[config.mk]
export PLATFORM = sky130hd
export DESIGN_NAME = gamepad_serial_report_decoder_unit_flat
export DESIGN_NICKNAME = d
export VERILOG_FILES = /design/src/rtl/gsrd_pkg.sv /design/src/rtl/gsrd_in_if.sv /design/src/rtl/gsrd_out_if.sv /design/src/rtl/gamepad_serial_report_decoder_unit.sv /design/src/flat_wrapper.sv
export SDC_FILE = /design/constraint.sdc
export NUM_CORES = 1
export LEC_CHECK = 0
export BUFFER_PORTS_ARGS = -buffer_cell sky130_fd_sc_hd__buf_4
export CORE_MARGIN = 2
export CORE_UTILIZATION = 64
export CTS_CLUSTER_SIZE = 8
export DETAILED_ROUTE_END_ITERATION = 7
export GPL_TIMING_DRIVEN = 0
export MAX_ROUTING_LAYER = met4
export PLACE_DENSITY_LB_ADDON = 0.3
export SYNTH_ARGS = -nofsm -noshare
export SYNTH_HDL_FRONTEND = slang
export SYNTH_SLANG_ARGS = --single-unit
[constraint.sdc]
create_clock -name clk -period 5.2 [get_ports clk]
set_clock_uncertainty 0.15 [all_clocks]
set_input_delay 1.04 -clock clk [delete_from_list [all_inputs] [get_ports clk]]
set_output_delay 1.04 -clock clk [all_outputs]
set_load 0.05 [all_outputs]
[src/rtl/gsrd_pkg.sv]
// ----------------------------------------------------------------------------
// gsrd_pkg
// types and constants shared by the gamepad serial report decoder
// ----------------------------------------------------------------------------
`default_nettype none

package gsrd_pkg;

    localparam int CAPTURE_DEPTH = 24;
    localparam int CAP_IDX_W     = $clog2(CAPTURE_DEPTH);
    localparam int CAP_POS_W     = $clog2(CAPTURE_DEPTH + 1);

    localparam int BUTTON_W = 24;
    localparam int CFG_IDX_W  = 2;
    localparam int CFG_DATA_W = 24;

    localparam logic [CFG_IDX_W-1:0] CFG_LEFT_MASK  = 2'd0;
    localparam logic [CFG_IDX_W-1:0] CFG_RIGHT_MASK = 2'd1;
    localparam logic [CFG_IDX_W-1:0] CFG_RIGHT_MAC  = 2'd2;

    localparam logic [BUTTON_W-1:0] LEFT_MASK_RESET  = 24'hFFE900;
    localparam logic [BUTTON_W-1:0] RIGHT_MASK_RESET = 24'h0076FF;
    localparam logic [7:0]          RIGHT_MAC_RESET  = 8'h7C;

    localparam logic [7:0] CMD_INPUT     = 8'h92;
    localparam logic [7:0] CMD_INIT      = 8'h94;
    localparam logic [7:0] CMD_HANDSHAKE = 8'hA5;

    localparam logic [7:0] SUB_INPUT_REPORT = 8'h30;
    localparam logic [7:0] SUB_MAC          = 8'h01;
    localparam logic [7:0] SUB_BAUD         = 8'h20;
    localparam logic [7:0] SUB_INIT_A       = 8'h10;
    localparam logic [7:0] SUB_INIT_B       = 8'h11;
    localparam logic [7:0] SUB_INIT_C       = 8'h12;

    localparam int POS_CMD     = 5;
    localparam int POS_INITSUB = 6;
    localparam int POS_SUB     = 12;
    localparam int POS_BTN     = 15;
    localparam int POS_STICK   = 18;
    localparam int POS_MAC     = 18;

    localparam logic [1:0] SIDE_UNKNOWN = 2'd0;
    localparam logic [1:0] SIDE_LEFT    = 2'd1;
    localparam logic [1:0] SIDE_RIGHT   = 2'd2;

    localparam logic [8:0] STICK_Y_BASE = 9'd256;

    typedef enum logic [2:0] {
        KIND_UNKNOWN     = 3'd0,
        KIND_INPUT       = 3'd1,
        KIND_MAC         = 3'd2,
        KIND_BAUD        = 3'd3,
        KIND_INIT_OTHER  = 3'd4,
        KIND_HANDSHAKE   = 3'd5,
        KIND_UNKNOWN_SUB = 3'd6
    } packet_kind_t;

endpackage

`default_nettype wire

[src/rtl/gsrd_in_if.sv]
// ----------------------------------------------------------------------------
// gsrd_in_if
// request channel carrying one received serial byte
// ----------------------------------------------------------------------------
`default_nettype none

interface gsrd_in_if;
    logic       valid;
    logic       ready;
    logic [7:0] rx_byte;
    logic       end_of_buffer;

    modport source (output valid, output rx_byte, output end_of_buffer, input ready);
    modport sink   (input valid, input rx_byte, input end_of_buffer, output ready);
endinterface

`default_nettype wire

[src/rtl/gsrd_out_if.sv]
// ----------------------------------------------------------------------------
// gsrd_out_if
// result channel carrying one decoded report
// ----------------------------------------------------------------------------
`default_nettype none

interface gsrd_out_if;
    logic        valid;
    logic        ready;
    logic [2:0]  packet_kind;
    logic [23:0] merged_buttons;
    logic [7:0]  left_stick_x;
    logic [8:0]  left_stick_y;
    logic [7:0]  right_stick_x;
    logic [8:0]  right_stick_y;
    logic [1:0]  side_select;
    logic        handshake_seen;
    logic        baud_switch_request;
    logic [15:0] report_count;

    modport source (
        output valid, input ready,
        output packet_kind, output merged_buttons,
        output left_stick_x, output left_stick_y,
        output right_stick_x, output right_stick_y,
        output side_select, output handshake_seen,
        output baud_switch_request, output report_count
    );
    modport sink (
        input valid, output ready,
        input packet_kind, input merged_buttons,
        input left_stick_x, input left_stick_y,
        input right_stick_x, input right_stick_y,
        input side_select, input handshake_seen,
        input baud_switch_request, input report_count
    );
endinterface

`default_nettype wire

[src/rtl/gamepad_serial_report_decoder_unit.sv]
// ----------------------------------------------------------------------------
// gamepad_serial_report_decoder_unit
// Takes one serial byte per request and decodes the buffer at its end mark.
// One byte is accepted every cycle while the input side is not held. A byte
// waits in the input register, then the capture, decode and merge logic
// updates the held state; on the byte marked end of buffer the result
// register loads the decoded report. The input register keeps taking bytes
// while a finished report waits; only an end-marked byte that meets a full
// result register holds the input side.
// ----------------------------------------------------------------------------
`default_nettype none

module gamepad_serial_report_decoder_unit
    import gsrd_pkg::*;
(
    input  wire logic                  clk,
    input  wire logic                  rst_n,
    input  wire logic                  cfg_we,
    input  wire logic [CFG_IDX_W-1:0]  cfg_index,
    input  wire logic [CFG_DATA_W-1:0] cfg_data,
    gsrd_in_if.sink                    in_ch,
    gsrd_out_if.source                 out_ch
);

    logic [BUTTON_W-1:0] left_mask_reg;
    logic [BUTTON_W-1:0] right_mask_reg;
    logic [7:0]          right_mac_reg;

    logic       s1_valid_reg;
    logic [7:0] s1_byte_reg;
    logic       s1_eob_reg;
    logic       go;

    logic [CAP_POS_W-1:0] pos_reg, pos_next;
    logic [7:0] cap_reg [CAPTURE_DEPTH];
    logic [7:0] cap_next [CAPTURE_DEPTH];
    logic [7:0] eff [CAPTURE_DEPTH];

    logic [BUTTON_W-1:0] buttons_reg, buttons_next;
    logic [7:0]  lx_reg, lx_next;
    logic [8:0]  ly_reg, ly_next;
    logic [7:0]  rx_reg, rx_next;
    logic [8:0]  ry_reg, ry_next;
    logic [1:0]  side_reg, side_next;
    logic        hs_reg, hs_next;
    logic [15:0] count_reg, count_next;

    logic [BUTTON_W-1:0] fresh;
    packet_kind_t        kind;
    logic                in_range;

    logic                out_valid_reg;
    packet_kind_t        out_kind_reg;
    logic [BUTTON_W-1:0] out_buttons_reg;
    logic [7:0]          out_lx_reg;
    logic [8:0]          out_ly_reg;
    logic [7:0]          out_rx_reg;
    logic [8:0]          out_ry_reg;
    logic [1:0]          out_side_reg;
    logic                out_hs_reg;
    logic                out_baud_reg;
    logic [15:0]         out_count_reg;

    // configuration registers
    always_ff @(posedge clk or negedge rst_n)
    begin
        if (!rst_n)
        begin
            left_mask_reg  <= LEFT_MASK_RESET;
            right_mask_reg <= RIGHT_MASK_RESET;
            right_mac_reg  <= RIGHT_MAC_RESET;
        end
        else if (cfg_we)
        begin
            case (cfg_index)
                CFG_LEFT_MASK:  left_mask_reg  <= cfg_data[BUTTON_W-1:0];
                CFG_RIGHT_MASK: right_mask_reg <= cfg_data[BUTTON_W-1:0];
                CFG_RIGHT_MAC:  right_mac_reg  <= cfg_data[7:0];
                default:        ;
            endcase
        end
    end

    // input register
    assign go          = s1_valid_reg && (!s1_eob_reg || !out_valid_reg || out_ch.ready);
    assign in_ch.ready = !s1_valid_reg || go;

    always_ff @(posedge clk or negedge rst_n)
    begin
        if (!rst_n)
        begin
            s1_valid_reg <= 1'b0;
        end
        else if (in_ch.ready)
        begin
            s1_valid_reg <= in_ch.valid;
        end
    end

    always_ff @(posedge clk)
    begin
        if (in_ch.ready && in_ch.valid)
        begin
            s1_byte_reg <= in_ch.rx_byte;
            s1_eob_reg  <= in_ch.end_of_buffer;
        end
    end

    // capture, decode and merge
    assign in_range = (pos_reg < CAP_POS_W'(CAPTURE_DEPTH));

    always_comb
    begin
        for (int k = 0; k < CAPTURE_DEPTH; k++)
        begin
            if (in_range && (pos_reg[CAP_IDX_W-1:0] == CAP_IDX_W'(k)))
                eff[k] = s1_byte_reg;
            else
                eff[k] = cap_reg[k];
        end

        fresh = {eff[POS_BTN+2], eff[POS_BTN+1], eff[POS_BTN]};

        buttons_next = buttons_reg;
        lx_next      = lx_reg;
        ly_next      = ly_reg;
        rx_next      = rx_reg;
        ry_next      = ry_reg;
        side_next    = side_reg;
        hs_next      = hs_reg;
        count_next   = count_reg;
        kind         = KIND_UNKNOWN;

        case (eff[POS_CMD])
            CMD_INPUT:
            begin
                if (eff[POS_SUB] == SUB_INPUT_REPORT)
                begin
                    kind = KIND_INPUT;
                    if (side_reg[0])
                    begin
                        buttons_next = (buttons_next & ~left_mask_reg) | (fresh & left_mask_reg);
                        lx_next = {eff[POS_STICK+1][3:0], eff[POS_STICK][7:4]};
                        ly_next = STICK_Y_BASE - {1'b0, eff[POS_STICK+2]};
                    end
                    if (side_reg[1])
                    begin
                        buttons_next = (buttons_next & ~right_mask_reg)
                                     | (fresh & right_mask_reg);
                        rx_next = {eff[POS_STICK+4][3:0], eff[POS_STICK+3][7:4]};
                        ry_next = STICK_Y_BASE - {1'b0, eff[POS_STICK+5]};
                    end
                    count_next = count_reg + 16'd1;
                end
                else
                begin
                    kind = KIND_UNKNOWN_SUB;
                end
            end
            CMD_INIT:
            begin
                case (eff[POS_INITSUB])
                    SUB_MAC:
                    begin
                        kind      = KIND_MAC;
                        side_next = (eff[POS_MAC] != right_mac_reg) ? SIDE_LEFT : SIDE_RIGHT;
                    end
                    SUB_BAUD:   kind = KIND_BAUD;
                    SUB_INIT_A: kind = KIND_INIT_OTHER;
                    SUB_INIT_B: kind = KIND_INIT_OTHER;
                    SUB_INIT_C: kind = KIND_INIT_OTHER;
                    default:    kind = KIND_UNKNOWN_SUB;
                endcase
            end
            CMD_HANDSHAKE:
            begin
                kind    = KIND_HANDSHAKE;
                hs_next = 1'b1;
            end
            default: kind = KIND_UNKNOWN;
        endcase

        // capture and position updates
        for (int k = 0; k < CAPTURE_DEPTH; k++)
        begin
            if (!go)
                cap_next[k] = cap_reg[k];
            else if (s1_eob_reg)
                cap_next[k] = 8'd0;
            else
                cap_next[k] = eff[k];
        end

        if (!go)
            pos_next = pos_reg;
        else if (s1_eob_reg)
            pos_next = '0;
        else if (in_range)
            pos_next = pos_reg + CAP_POS_W'(1);
        else
            pos_next = pos_reg;
    end

    always_ff @(posedge clk or negedge rst_n)
    begin
        if (!rst_n)
        begin
            pos_reg     <= '0;
            buttons_reg <= '0;
            lx_reg      <= '0;
            ly_reg      <= '0;
            rx_reg      <= '0;
            ry_reg      <= '0;
            side_reg    <= SIDE_UNKNOWN;
            hs_reg      <= 1'b0;
            count_reg   <= '0;
            for (int k = 0; k < CAPTURE_DEPTH; k++)
                cap_reg[k] <= 8'd0;
        end
        else
        begin
            pos_reg <= pos_next;
            for (int k = 0; k < CAPTURE_DEPTH; k++)
                cap_reg[k] <= cap_next[k];
            if (go && s1_eob_reg)
            begin
                buttons_reg <= buttons_next;
                lx_reg      <= lx_next;
                ly_reg      <= ly_next;
                rx_reg      <= rx_next;
                ry_reg      <= ry_next;
                side_reg    <= side_next;
                hs_reg      <= hs_next;
                count_reg   <= count_next;
            end
        end
    end

    // result register
    always_ff @(posedge clk or negedge rst_n)
    begin
        if (!rst_n)
        begin
            out_valid_reg <= 1'b0;
        end
        else if (go && s1_eob_reg)
        begin
            out_valid_reg <= 1'b1;
        end
        else if (out_ch.ready)
        begin
            out_valid_reg <= 1'b0;
        end
    end

    always_ff @(posedge clk)
    begin
        if (go && s1_eob_reg)
        begin
            out_kind_reg    <= kind;
            out_buttons_reg <= buttons_next;
            out_lx_reg      <= lx_next;
            out_ly_reg      <= ly_next;
            out_rx_reg      <= rx_next;
            out_ry_reg      <= ry_next;
            out_side_reg    <= side_next;
            out_hs_reg      <= hs_next;
            out_baud_reg    <= (kind == KIND_BAUD);
            out_count_reg   <= count_next;
        end
    end

    assign out_ch.valid               = out_valid_reg;
    assign out_ch.packet_kind         = out_kind_reg;
    assign out_ch.merged_buttons      = out_buttons_reg;
    assign out_ch.left_stick_x        = out_lx_reg;
    assign out_ch.left_stick_y        = out_ly_reg;
    assign out_ch.right_stick_x       = out_rx_reg;
    assign out_ch.right_stick_y       = out_ry_reg;
    assign out_ch.side_select         = out_side_reg;
    assign out_ch.handshake_seen      = out_hs_reg;
    assign out_ch.baud_switch_request = out_baud_reg;
    assign out_ch.report_count        = out_count_reg;

`ifndef SYNTHESIS
    a_pos_bound: assert property (@(posedge clk) disable iff (!rst_n)
        pos_reg <= CAP_POS_W'(CAPTURE_DEPTH))
        else $error("byte position past capture depth");

    a_side_code: assert property (@(posedge clk) disable iff (!rst_n)
        side_reg != 2'b11)
        else $error("side register holds an invalid code");

    a_pos_clear: assert property (@(posedge clk) disable iff (!rst_n)
        (go && s1_eob_reg) |=> (pos_reg == '0))
        else $error("byte position not cleared after buffer end");

    a_baud_kind: assert property (@(posedge clk) disable iff (!rst_n)
        out_valid_reg |-> (out_baud_reg == (out_kind_reg == KIND_BAUD)))
        else $error("baud request does not match packet kind");

    a_count_step: assert property (@(posedge clk) disable iff (!rst_n)
        (go && s1_eob_reg && (kind != KIND_INPUT)) |=> $stable(count_reg))
        else $error("report count changed without an input report");
`endif

endmodule

`default_nettype wire

[src/flat_wrapper.sv]
// flat-port wrapper written by rule: the top's interface ports become plain ports
module gamepad_serial_report_decoder_unit_flat import gsrd_pkg::*;
  (clk, rst_n, cfg_we, cfg_index, cfg_data, in_ch_valid, in_ch_rx_byte, in_ch_end_of_buffer, in_ch_ready, out_ch_valid, out_ch_ready, out_ch_packet_kind, out_ch_merged_buttons, out_ch_left_stick_x, out_ch_left_stick_y, out_ch_right_stick_x, out_ch_right_stick_y, out_ch_side_select, out_ch_handshake_seen, out_ch_baud_switch_request, out_ch_report_count);
  gsrd_in_if in_ch_i ();
  gsrd_out_if out_ch_i ();
  input  wire logic clk;
  input  wire logic rst_n;
  input  wire logic cfg_we;
  input  wire logic [CFG_IDX_W-1:0] cfg_index;
  input  wire logic [CFG_DATA_W-1:0] cfg_data;
  input wire logic [$bits(in_ch_i.valid)-1:0] in_ch_valid;
  input wire logic [$bits(in_ch_i.rx_byte)-1:0] in_ch_rx_byte;
  input wire logic [$bits(in_ch_i.end_of_buffer)-1:0] in_ch_end_of_buffer;
  output wire logic [$bits(in_ch_i.ready)-1:0] in_ch_ready;
  output wire logic [$bits(out_ch_i.valid)-1:0] out_ch_valid;
  input wire logic [$bits(out_ch_i.ready)-1:0] out_ch_ready;
  output wire logic [$bits(out_ch_i.packet_kind)-1:0] out_ch_packet_kind;
  output wire logic [$bits(out_ch_i.merged_buttons)-1:0] out_ch_merged_buttons;
  output wire logic [$bits(out_ch_i.left_stick_x)-1:0] out_ch_left_stick_x;
  output wire logic [$bits(out_ch_i.left_stick_y)-1:0] out_ch_left_stick_y;
  output wire logic [$bits(out_ch_i.right_stick_x)-1:0] out_ch_right_stick_x;
  output wire logic [$bits(out_ch_i.right_stick_y)-1:0] out_ch_right_stick_y;
  output wire logic [$bits(out_ch_i.side_select)-1:0] out_ch_side_select;
  output wire logic [$bits(out_ch_i.handshake_seen)-1:0] out_ch_handshake_seen;
  output wire logic [$bits(out_ch_i.baud_switch_request)-1:0] out_ch_baud_switch_request;
  output wire logic [$bits(out_ch_i.report_count)-1:0] out_ch_report_count;
  assign in_ch_i.valid = in_ch_valid;
  assign in_ch_i.rx_byte = in_ch_rx_byte;
  assign in_ch_i.end_of_buffer = in_ch_end_of_buffer;
  assign in_ch_ready = in_ch_i.ready;
  assign out_ch_valid = out_ch_i.valid;
  assign out_ch_i.ready = out_ch_ready;
  assign out_ch_packet_kind = out_ch_i.packet_kind;
  assign out_ch_merged_buttons = out_ch_i.merged_buttons;
  assign out_ch_left_stick_x = out_ch_i.left_stick_x;
  assign out_ch_left_stick_y = out_ch_i.left_stick_y;
  assign out_ch_right_stick_x = out_ch_i.right_stick_x;
  assign out_ch_right_stick_y = out_ch_i.right_stick_y;
  assign out_ch_side_select = out_ch_i.side_select;
  assign out_ch_handshake_seen = out_ch_i.handshake_seen;
  assign out_ch_baud_switch_request = out_ch_i.baud_switch_request;
  assign out_ch_report_count = out_ch_i.report_count;
  gamepad_serial_report_decoder_unit u_core (.clk(clk), .rst_n(rst_n), .cfg_we(cfg_we), .cfg_index(cfg_index), .cfg_data(cfg_data), .in_ch(in_ch_i), .out_ch(out_ch_i));
endmodule
; Word level (Yosys, flattened, before mapping)
; Index checks and enable logic that the tools add are counted.
[op_classes]
shifts = 0
bitwise = 8
magnitude_cmp = 1
n_eq_ne = 25
n_mux = 55
div_mod_pow = 0
mul = 0
n_reduce_logical = 29
add_sub_neg = 4
[op_table]
columns = operator, n
row1 = $mux W8, 26
row2 = $mux W24, 6
row3 = $and A24 B24 Y24, 4
row4 = $mux W9, 6
row5 = $not A24 Y24, 2
row6 = $or A24 B24 Y24, 2
row7 = $eq A5 B5 Y1 const B, 8
row8 = $mux W16, 2
row9 = $eq A8 B5 Y1 const B, 3
row10 = $eq A8 B8 Y1 const B, 3
row11 = $pmux W3 S3, 2
row12 = $sub A9 B8 Y9 const A, 2
row13 = $add A16 B1 Y16 const B, 1
row14 = $eq A8 B6 Y1 const B, 2
row15 = $mux W4, 4
row16 = $logic_and A1 B1 Y1, 15
row17 = $eq A5 B3 Y1 const B, 2
row18 = $eq A5 B4 Y1 const B, 2
row19 = $mux W5, 2
row20 = $eq A8 B1 Y1 const B, 1
row21 = $ne A8 B8 Y1, 1
row22 = $reduce_and A2 Y1, 4
row23 = $mux W2, 3
row24 = $add A5 B1 Y5 const B, 1
row25 = other kinds (11), 18
[totals]
rom_bits = 0
mem_count = 0
elab_cells = 160
out_inout_bits = 83
ramBits = 0
latch_bits = 0
regBits = 314
input_bits = 40

; Depth between registers and ports, before layout
; Gate-level depths: netlist of run 1.
[depth]
ltp_word = 13
depth_mapped = 10
ltp_nobuf = 9

; Least setup slack after synthesis of run 1
; Ideal clock, no wire load.
[synth_timing]
kind = input-to-reg
startpoint = input out_ch_ready
endpoint = register u_core.count_reg[12]
required_ns = 4.925
n_path_buf = 2
path_stages = 8
setup_ns = 0.125
arrival_time_ns = 3.885
slack_ns = 1.040
cell_sequence = nand2b_1 > nand3_1 > inv_1 > o221a_1 > buf_4 > buf_6 > nand2_1 > xnor2_1
[synth_via]
elab_chain_cells = 3
[synth_lines]
columns = item, line_no
row1 = start: declaration, flat_wrapper.sv:16  ; input wire logic [$bits(out_ch_i.ready)-1:0] out_ch_ready;
row2 = $logic_or A1 B1 Y1, gamepad_serial_report_decoder_unit.sv:85  ; assign go = s1_valid_reg && (!s1_eob_reg || !out_valid_reg || out_ch.ready);
row3 = $logic_and A1 B1 Y1, gamepad_serial_report_decoder_unit.sv:85
row4 = $logic_and A1 B1 Y1, gamepad_serial_report_decoder_unit.sv:225  ; if (go && s1_eob_reg)
row5 = end signal: assignment, gamepad_serial_report_decoder_unit.sv:234  ; count_reg <= count_next;
row6 = end: declaration, gamepad_serial_report_decoder_unit.sv:46  ; logic [15:0] count_reg, count_next;
; No other way between the ends.
; A chain may end at the register's enable or synchronous reset.

; Final worst setup path of run 1
[layout_timing]
startpoint = register u_core.s1_byte_reg[3]
endpoint = register u_core.out_rx_reg[1], in the netlist u_core.out_ch.right_stick_x[1] (data pin)
[layout_via]
elab_chain_cells = 4
word_cells_on_any_way = 6
cone_classes = eq/ne: 2 / mux: 4
[layout_lines]
columns = item, line_no
row1 = start: declaration, gamepad_serial_report_decoder_unit.sv:30  ; logic [7:0] s1_byte_reg;
row2 = start signal: assignment, gamepad_serial_report_decoder_unit.sv:104  ; s1_byte_reg <= in_ch.rx_byte;
row3 = $mux W8, gamepad_serial_report_decoder_unit.sv:116  ; if (in_range && (pos_reg[CAP_IDX_W-1:0] == CAP_IDX_W'(k)))
row4 = $eq A8 B6 Y1, gamepad_serial_report_decoder_unit.sv:137  ; if (eff[POS_SUB] == SUB_INPUT_REPORT)
row5 = $mux W8, gamepad_serial_report_decoder_unit.sv:137
row6 = $mux W8 (*), gamepad_serial_report_decoder_unit.sv:134  ; case (eff[POS_CMD])
row7 = net u_core.rx_next[1], gamepad_serial_report_decoder_unit.sv:42  ; logic [7:0] rx_reg, rx_next;
row8 = end signal: assignment, gamepad_serial_report_decoder_unit.sv:264  ; out_rx_reg <= rx_next;
row9 = end: declaration, gamepad_serial_report_decoder_unit.sv:57  ; logic [7:0] out_rx_reg;
; The timed path passes the listed nets; every way through them passes the cells marked *.

==> impl_metrics.yaml, run 1 <==
run_status:
  status: "finished clean"
setup_path:
  timing.critical_path.arrival_ps: 3320
  crit_slowest_cell: "nor4_1"
  timing_worst_setup_path_type: "flop to flop"
  cp_data_required_time_ps: 5300
  worst-r2r-cell-count: 7
  timing.critical_path.mode_cell: "clkbuf_1"
  rr_startpoint: "u_core.s1_byte_reg[3]$_DFFE_PP_"
  regToRegSetupSlack_ps: 1980
  timing.critical_path.cells: "nor4_1 > and4_1 > clkbuf_1 > o221ai_1 > clkbuf_1 > nand2_1 > o21ai_0"
  end_kind: "flop"
  rr_endpoint: "u_core.out_ch.right_stick_x[1]$_DFFE_PP_"
  timing.critical_path.fanout_max: 10
  worstSetupStartpoint: "u_core.s1_byte_reg[3]$_DFFE_PP_"
  startpoint_type: "flop"
  worst_setup_path_endpoint: "u_core.out_ch.right_stick_x[1]$_DFFE_PP_"
  critical_path.max_stage_delay_ps: 620
floorplan:
  ioPinCount: 123
  design.die.area_um2: 23580
  floorplan.die.height_um: 153.6
  die_width_um: 153.6
  placeableCoreArea_um2: 21890
  placement_rows: 54
  initial_utilization_pct: 65.39
synth:
  number_of_flops_mapped_to_enable_cells_by_yosys: 90
  dominantRegCellSynth: "dfrtp_1"
  synth-warning-count: 0
  postSynthCellCount: 1273
  synth.most_common_cell: "nand2_1"
  synth_top_cells_by_area: "dfrtp_1 34%, edfxtp_1 19%, mux2i_1 6.9%"
  synth_area_leader_cell: "dfrtp_1"
  synthesis.area_um2: 14310
  mapped_nets: 1321
  syn_avg_cell_area_um2: 11.25
  synth-seq-cells: 314
  post-synth-top-area-fraction_pct: 33.74
  asyncSetResetFlopFracSynth_pct: 71.34
  seq_area_frac_synth_pct: 58.31
  synth.cells.most_frequent: "246 x nand2_1, 193 x dfrtp_1, 160 x o21ai_0, 99 x mux2i_1, 90 x edfxtp_1"
  yosysUniqueCellTypes: 65
timing:
  rsz0062_at_grt: "no"
  finalHoldWorstSlack_ps: 310.4
  final_worst_path_period_share_pct: 61.85
  slew_headroom_pct: 31.84
  tightestPinTransition_ps: 1020
  setup_viol: 0
  fin_setup_tns_ps: 0
  achievable-frequency_mhz: 310.9
  final_max_slew_viol_count: 0
  post-route-min-period_ps: 3216
  report.final.hold_viol_count: 0
grt:
  largest_net_degree_at_the_start_of_global_routing: 125
  grt_antenna_before_repair: 0
  globalRouteOverflowTotal: 0
  global_route.usage.total_pct: 32.04
  grt_pass1_vias: 10630
  grt_pass1_wl_um: 57550
finish:
  layout.filler_cells: 1383
  antennaDiodeCount: 0
  layout.nets: 1492
  largest_reg_flops: 84
  layout.core_utilization_pct: 77.41
  stdcell_area_um2: 16950
  syn_to_final_growth_pct: 18.37
  multi_input_area_um2: 5545
  seqCellArea_um2: 8347
  drive_gt1_share_pct: 19.69
detailed_routing:
  detail_route.drc_violations: 0
  wire_per_inst_um: 20.90
  post_drt_via_cell_ratio: 6.226
  drt-pass1-iter-count: 5
  wl_um: 36740
  final_antenna_net_count: 0
  via_count: 10950
  drt_iter0_markers: 1041
clock_tree:
  cts.clk_slew.worst_paths_ps: 50
  root_buffer: "clkbuf_16"
  clock_tree.buffer_depth: 3
  hold_buffers: 0
  clock_tree.htree_level_count: 2
  cts.sink_count: 314
  cts_post_setup_buffers_inserted: 0
  cts-buffers-inserted: 45
  tritoncts: "yes"
  clock_insertion_delay_worst_skew_ps: 540
  ctsResizeCount: 0
placement:
  postPlaceCellArea_um2: 15650
  detailedPlacementHpwl_um: 23660
  port_buffers: 122
  gp_congestion: 0.9516
pwr:
  p_leak_nw: 7.265
  power_w: 0.006005
  power.density_cell_area_nw_per_um2: 354.4
  ir_worst_vdd_mv: 0.4194
min_path:
  hold_crit_class: "flop to flop"
run:
  maxCapViolations: 0
-- layer usage --
layer,GRT usage (%),part of all wire [%],up-vias
li1,-,-,4835
met1,43.47,41,5404
met2,49.63,48,589
met3,5.411,7.7,117
met4,11.49,3.3,0
met5,-,0,-
-- cell families (layout without fill, tap and decap cells) --
| logic type | Yosys count | after routing | share of synthesized area (%) |
|---|---|---|---|
| compound gates | 236 | 236 | 9.571 |
| buf+inv | 103 | 308 | 2.954 |
| simple gates | 396 | 396 | 13.30 |
| xor+xnor | 55 | 55 | 3.365 |
| flops | 314 | 314 | 58.31 |
| mux | 161 | 161 | 11.80 |
| fa+ha+maj | 8 | 8 | 0.6993 |
-- worst max-delay path, delay by kind of cell (launching register included) --
family / cells / cell delay [ps]
AND/OR/NAND/NOR: 3 / 1060
buffers and inverters: 2 / 650
AO/OA/AOI/OAI: 2 / 570
flip-flops: 1 / 510
-- placed cells by master (no fill, tap or decap), drive strengths merged, types with 6 or more instances in the layout --
master	instances
buf	136
dfstp	31
a21oi	12
xnor2	40
nand2b	17
o31ai	6
dfrtp	193
nand3b	6
mux2i	99
and3	10
inv	37
edfxtp	90
nor2b	7
nand3	11
xor2	15
o21ai	167
nor3	15
nand4	7
mux2	62
ha	8
clkbuf	133
a22o	25
nand2	246
nor2	26
nor4	10
-- through the flow --
step                      worst slack [ps]  std cells
after global placement              -356.1       1675
after floorplan                       1040       1273
after detailed placement              1748       1677
after CTS                             2094       1758
after global routing                  1847       1758
final                                 1984       1758
-- layout make-up --
type	instances	share of cell area, %
Inverter	37	0.8344
Clock buffer	79	7.524
Clock inverter	2	0.1403
Timing Repair Buffer	124	5.774
Buffer	66	1.676
Multi-Input combinational cell	856	32.73
Tap cell	280	2.067
Sequential cell	314	49.26
-- report_power, final --
group	internal, W	switching [W]	total [W]
logic	0.000207	0.000327	0.000534
registers	0.00270	0.0000818	0.00279
clock network	0.00164	0.00104	0.00269
-- worst min path at each step --
stage,from,to,slack [ps],cells past startpoint
detailed placement,u_core.hs_reg$_DFFE_PN0P_,u_core.hs_reg$_DFFE_PN0P_,300,1
global placement,u_core.hs_reg$_DFFE_PN0P_,u_core.hs_reg$_DFFE_PN0P_,280,1
CTS,u_core.hs_reg$_DFFE_PN0P_,u_core.hs_reg$_DFFE_PN0P_,310,1
floorplan,u_core.hs_reg$_DFFE_PN0P_,u_core.hs_reg$_DFFE_PN0P_,270,1
finish,u_core.hs_reg$_DFFE_PN0P_,u_core.hs_reg$_DFFE_PN0P_,310,1
global route,u_core.hs_reg$_DFFE_PN0P_,u_core.hs_reg$_DFFE_PN0P_,330,1
(Power assumes the default switching activity.)
==> run 2: changes to the inputs <==
CORE_UTILIZATION = 54   (was 64)
clock period = 2.9 ns   (was 5.2 ns; I/O delays follow)
==> impl_metrics.yaml, run 2 (synthesized netlist as in run 1, its figures left out) <==
detailed_routing:
  final_antenna_net_count: 0
  wire_per_inst_um: 20.26
  post_drt_via_cell_ratio: 5.895
  wl_um: 36770
  drt_iter0_markers: 1063
  drt-pass1-iter-count: 7
  via_count: 10700
  detail_route.drc_violations: 0
run_status:
  failed_checks: "negative hold slack, negative setup slack"
  status: "complete, but fails checks"
floorplan:
  placeableCoreArea_um2: 26060
  design.die.area_um2: 27830
  floorplan.die.height_um: 166.8
  ioPinCount: 123
  placement_rows: 59
  die_width_um: 166.8
  initial_utilization_pct: 54.93
clock_tree:
  root_buffer: "clkbuf_16"
  hold_buffers: 0
  cts.sink_count: 314
  cts-buffers-inserted: 45
  cts.clk_slew.worst_paths_ps: 50
  tritoncts: "yes"
  clock_tree.buffer_depth: 3
  clock_tree.htree_level_count: 2
  clock_insertion_delay_worst_skew_ps: 540
timing:
  achievable-frequency_mhz: 341.9
  setup_viol: 9
  slew_headroom_pct: 7.742
  final_max_slew_viol_count: 0
  report.final.hold_viol_count: 42
  post-route-min-period_ps: 2925
  tightestPinTransition_ps: 1381
  finalHoldWorstSlack_ps: -35.23
  rsz0062_at_grt: "yes"
  final_worst_path_period_share_pct: 100.8
  postLayoutSetupSlackWorst_ps: -24.56
finish:
  layout.core_utilization_pct: 66.10
  layout_commonest_cell: "nand2_1"
  largest_reg_flops: 84
  antennaDiodeCount: 0
  layout.filler_cells: 1970
  syn_to_final_growth_pct: 20.33
  layout.nets: 1494
  drive_gt1_share_pct: 23.38
  stdcell_area_um2: 17230
  layout_common_cells: "220 x nand2_1, 192 x dfrtp_1, 160 x o21ai_0"
setup_path:
  worstSetupStartpoint: "u_core.pos_reg[1]$_DFFE_PN0P_"
  worst_setup_path_endpoint: "u_core.out_ch.merged_buttons[8]$_DFFE_PP_"
  startpoint_type: "flop"
  timing.critical_path.arrival_ps: 3040
  cp_data_required_time_ps: 3010
  rr_startpoint: "u_core.pos_reg[1]$_DFFE_PN0P_"
  rr_endpoint: "u_core.out_ch.merged_buttons[8]$_DFFE_PP_"
  timing.critical_path.cells: "inv_1 > ha_1 > nand4bb_1 > nor4_4 > buf_4 > o22a_1 > buf_4 > buf_2 > nand2_1 > mux2i_1"
  critical_path.max_stage_delay_ps: 430
  worst-r2r-cell-count: 10
  timing_worst_setup_path_type: "flop to flop"
  timing.critical_path.mode_cell: "buf_4"
  end_kind: "flop"
  crit_slowest_cell: "dfrtp_1"
  timing.critical_path.fanout_max: 10
  regToRegSetupSlack_ps: -20
pwr:
  ir_worst_vdd_mv: 0.4980
  power.density_cell_area_nw_per_um2: 627.5
  p_leak_nw: 7.356
min_path:
  hold_crit_class: "primary input to async pin"
grt:
  grt_pass1_vias: 10520
  largest_net_degree_at_the_start_of_global_routing: 117
  grt_pass1_wl_um: 57820
  globalRouteOverflowTotal: 0
  global_route.usage.total_pct: 27.26
  grt_antenna_before_repair: 1
placement:
  detailedPlacementHpwl_um: 24640
  port_buffers: 122
  gp_congestion: 0.9592
  postPlaceCellArea_um2: 15830
run:
  maxCapViolations: 0
run 2: changes by cell type in the layout (fill, tap and decap cells not counted), sizes merged:
cell | before | now
inv | 37 | 38
bufinv | 0 | 1
clkinv | 1 | 0
clkbuf | 133 | 125
buf | 136 | 145
run 2: worst min path at each step:
stage	end	slack (ps)
2_1_floorplan	u_core.buttons_reg[0]$_DFFE_PN0P_	130
3_3_place_gp	u_core.hs_reg$_DFFE_PN0P_	280
3_5_place_dp	u_core.hs_reg$_DFFE_PN0P_	290
4_1_cts	u_core.lx_reg[4]$_DFFE_PN0P_	7
5_1_grt	u_core.ly_reg[2]$_DFFE_PN0P_	60
6_report	u_core.ly_reg[5]$_DFFE_PN0P_	-40
run 2: through the flow:
stage          cells  power, W  setup slack, ps  TNS (ps)  hold slack (ps)
6_report        1815   0.01081           -24.56    -116.8           -35.23
5_1_grt         1815   0.01115           -143.1     -4771            59.46
4_1_cts         1814   0.01085            2.560         0            6.975
3_5_place_dp    1733  0.006029           -316.4    -17820            287.1
3_3_place_gp    1730  0.005975           -925.9   -198780            282.7
2_1_floorplan   1273  0.005643           -58.46     -1256            134.4
run 2: where the power goes:
group | internal (W) | total [W] | switching, W
clock | 0.00298 | 0.00484 | 0.00186
combinational | 0.000376 | 0.000976 | 0.000600
sequential | 0.00485 | 0.00499 | 0.000145
total | 0.00820 | 0.0108 | 0.00260
run 2: critical path: cells and delay by family, from the launching register on:
family | cells | cell delay, ps
and+or+nand+nor | 3 | 710
buffers and inverters | 4 | 810
adders and majority gates | 1 | 250
AOI/OAI and AO/OA | 1 | 160
muxes | 1 | 140
DFF | 1 | 430
run 2: layer usage:
metal | share of wire [%] | vias to the layer above | track usage [%] | routed length (um)
met5 | 0 | - | - | 0
met4 | 2.7 | 0 | 8.208 | 998
met3 | 7.2 | 81 | 5.014 | 2649
met2 | 47 | 444 | 42.92 | 17460
met1 | 43 | 5342 | 36.45 | 15660
li1 | - | 4832 | - | -
run 2: final cells by class:
cell class / instances / area, um2 / share of cell area (%)
plain buffers: 62 / 292.8 / 1.700
multi-input cells: 856 / 5684 / 33.00
repair buffers: 130 / 1041 / 6.043
clock inverters: 3 / 47.55 / 0.2760
well taps: 335 / 419.2 / 2.433
flip-flops and latches: 314 / 8348 / 48.46
clock buffers: 78 / 1250 / 7.256
inverters: 37 / 142.6 / 0.8281
run 2: what timing repair did:
action                     CTS  global route
setup buffers                4             1
pin swaps                    2             0
gates resized for setup     10            21
setup endpoints to repair   94            84
==> run 3: changes to the inputs <==
ABC_AREA = 1   (was unset)
CORE_MARGIN = 8   (was 2)
CORE_UTILIZATION = 55   (was 54)
PLACE_DENSITY = 0.86   (was unset)
PLACE_DENSITY_LB_ADDON = unset   (was 0.3)
==> impl_metrics.yaml, run 3 <==
placement:
  port_buffers: 122
  place_inst: 2442
  placement.setup.worst_slack_ps: -707.7
  gp_congestion: 0.9362
  postPlaceCellArea_um2: 17030
  detailedPlacementHpwl_um: 29070
finish:
  stdcell_area_um2: 18630
  antennaDiodeCount: 0
  layout.filler_cells: 2174
  layout.nets: 2172
  largest_reg_flops: 84
  syn_to_final_growth_pct: 19.40
  layout_common_cells: "791 x nand2_1, 199 x inv_1, 193 x dfrtp_1"
  layout_commonest_cell: "nand2_1"
  final_cell_count_no_fill: 2536
  drive_gt1_share_pct: 14.32
pwr:
  p_leak_nw: 9.541
  power_w: 0.01089
  power.density_cell_area_nw_per_um2: 584.5
  ir_worst_vdd_mv: 0.4370
synth:
  synth-warning-count: 0
  number_of_flops_mapped_to_enable_cells_by_yosys: 90
  synth-seq-cells: 314
  mapped_nets: 1989
  synth_top_cells_by_area: "dfrtp_1 31%, nand2_1 19%, edfxtp_1 17%"
  dominantRegCellSynth: "dfrtp_1"
  synthesis.area_um2: 15600
  synth.cells.most_frequent: "799 x nand2_1, 203 x inv_1, 193 x dfrtp_1, 145 x o21ai_0, 119 x nand3_1"
  yosysUniqueCellTypes: 37
  synth_area_leader_cell: "dfrtp_1"
  syn_avg_cell_area_um2: 8.039
  postSynthCellCount: 1941
  asyncSetResetFlopFracSynth_pct: 71.34
  synth.most_common_cell: "nand2_1"
  seq_area_frac_synth_pct: 53.49
  post-synth-top-area-fraction_pct: 30.95
grt:
  global_route.usage.total_pct: 26.25
  grt_antenna_before_repair: 0
  globalRouteOverflowTotal: 0
  grt_pass1_wl_um: 69610
  largest_net_degree_at_the_start_of_global_routing: 125
  grt_pass1_vias: 13990
timing:
  tightestPinTransition_ps: 905.0
  post-route-min-period_ps: 2862
  rsz0062_at_grt: "yes"
  achievable-frequency_mhz: 349.4
  setup_viol: 0
  postLayoutSetupSlackWorst_ps: 37.71
  final_max_slew_viol_count: 0
  final_worst_path_period_share_pct: 98.70
  fin_setup_tns_ps: 0
  report.final.hold_viol_count: 0
  slew_headroom_pct: 39.67
run_status:
  status: "finished clean"
floorplan:
  design.die.area_um2: 34020
  die_width_um: 184.4
  initial_utilization_pct: 56.01
  floorplan.die.height_um: 184.4
  placement_rows: 61
  ioPinCount: 123
  placeableCoreArea_um2: 27860
clock_tree:
  tritoncts: "yes"
  clock_tree.htree_level_count: 2
  clock_insertion_delay_worst_skew_ps: 540
  cts.clk_slew.worst_paths_ps: 50
  clock_tree.buffer_depth: 3
  cts-buffers-inserted: 45
  root_buffer: "clkbuf_16"
  cts.sink_count: 314
detailed_routing:
  final_antenna_net_count: 0
  via_count: 14110
  drt_iter0_markers: 1295
  drt-pass1-iter-count: 6
  wire_per_inst_um: 17.10
  wl_um: 43380
  detail_route.drc_violations: 0
  post_drt_via_cell_ratio: 5.563
setup_path:
  critPathBufInv: 2
  startpoint_type: "flop"
  timing.critical_path.fanout_max: 9
  timing.critical_path.max_delay_family: "simple AND/OR/NAND/NOR gates"
  timing.critical_path.mode_cell: "nand2_1"
  timing.critical_path.cells: "inv_1 > nand4_1 > nand2_1 > nand2_1 > nor2_2 > nand2_4 > nor2_4 > buf_12 > nand3_1 > and2_1"
  crit_slowest_cell: "edfxtp_1"
  end_kind: "flop"
  cp_data_required_time_ps: 3040
  critical_path.max_stage_delay_ps: 660
  timing_worst_setup_path_type: "flop to flop"
  timing.critical_path.arrival_ps: 3000
min_path:
  hold_crit_class: "primary input to flop"
run:
  maxCapViolations: 0
-- run 3: cells by family (layout without fill, tap and decap cells) --
family,count (synthesis),count (layout),share of synthesized area (%)
xor gates and xnor gates,18,18,1.010
and+or+nand+nor,1025,1026,26.78
AOI/OAI and AO/OA,267,267,9.967
buffers and inverters,309,525,8.107
adders and majority gates,8,8,0.6415
DFF,314,314,53.49
-- run 3: cell type report --
class                      instances  area [um2]  area share (%)
buffer                            94       513.0           2.754
multi-input combinational       1319        6092           32.70
tap                              378       473.0           2.539
timing repair buffer             138        1116           5.991
clock buffer                      77        1246           6.689
inverter                         212       798.3           4.285
sequential                       314        8347           44.80
clock inverter                     4       45.04          0.2418
-- run 3: worst reg2reg max path, cell delays in order, from the launching register on --
cell      delay, ps
edfxtp_1        660
inv_1           360
nand4_1         160
nand2_1         160
nand2_1          90
nor2_2          130
nand2_4         140
nor2_4          270
buf_12          190
nand3_1         110
and2_1          190
-- run 3: layer usage --
metal  vias up  routed length (um)  global-route usage [%]
met4         0                2227                   12.81
met5         -                   0                       -
met3       159                3518                   4.292
li1       6617                   -                       -
met1      6660               16890                   31.21
met2       673               20740                   43.17
-- run 3: final timing paths --
path / startpoint / endpoint / slack [ps] / cells after the start
max in group asynchronous: rst_n / u_core.buttons_reg[21]$_DFFE_PN0P_ / 920 / 3
min in group asynchronous: rst_n / u_core.cap_reg[138]$_DFFE_PN0P_ / 520 / 2
min reg2reg: u_core.hs_reg$_DFFE_PN0P_ / u_core.hs_reg$_DFFE_PN0P_ / 310 / 2
max: u_core.s1_byte_reg[0]$_DFFE_PP_ / u_core.out_ch.left_stick_y[5]$_DFFE_PP_ / 40 / 10
max reg2reg: u_core.s1_byte_reg[0]$_DFFE_PP_ / u_core.out_ch.left_stick_y[5]$_DFFE_PP_ / 40 / 10
min: in_ch_end_of_buffer / u_core.s1_eob_reg$_DFFE_PP_ / 60 / 1
-- run 3: metrics by stage --
step / utilization (%) / hold slack [ps]
floorplan: - / 134.4
finish: 66.88 / 64.47
global route: 66.88 / 53.16
global placement: 61.01 / 290.2
detailed placement: 61.13 / 306.8
CTS: 66.30 / 51.39
-- run 3: power breakdown --
part / switching, W / internal [W] / leakage (nW)
Sequential: 0.000146 / 0.00484 / 3.83
Clock: 0.00190 / 0.00291 / 0.611
Combinational: 0.000789 / 0.000309 / 5.10
-- run 3: timing repair --
item,4_1_cts,5_1_grt
hold buffers,1,0
gates cloned,1,0
hold endpoints to repair,29,0
pin swaps,5,7
gates resized for setup,16,44
buffers inserted,7,7
endpoints found under the setup margin,202,168
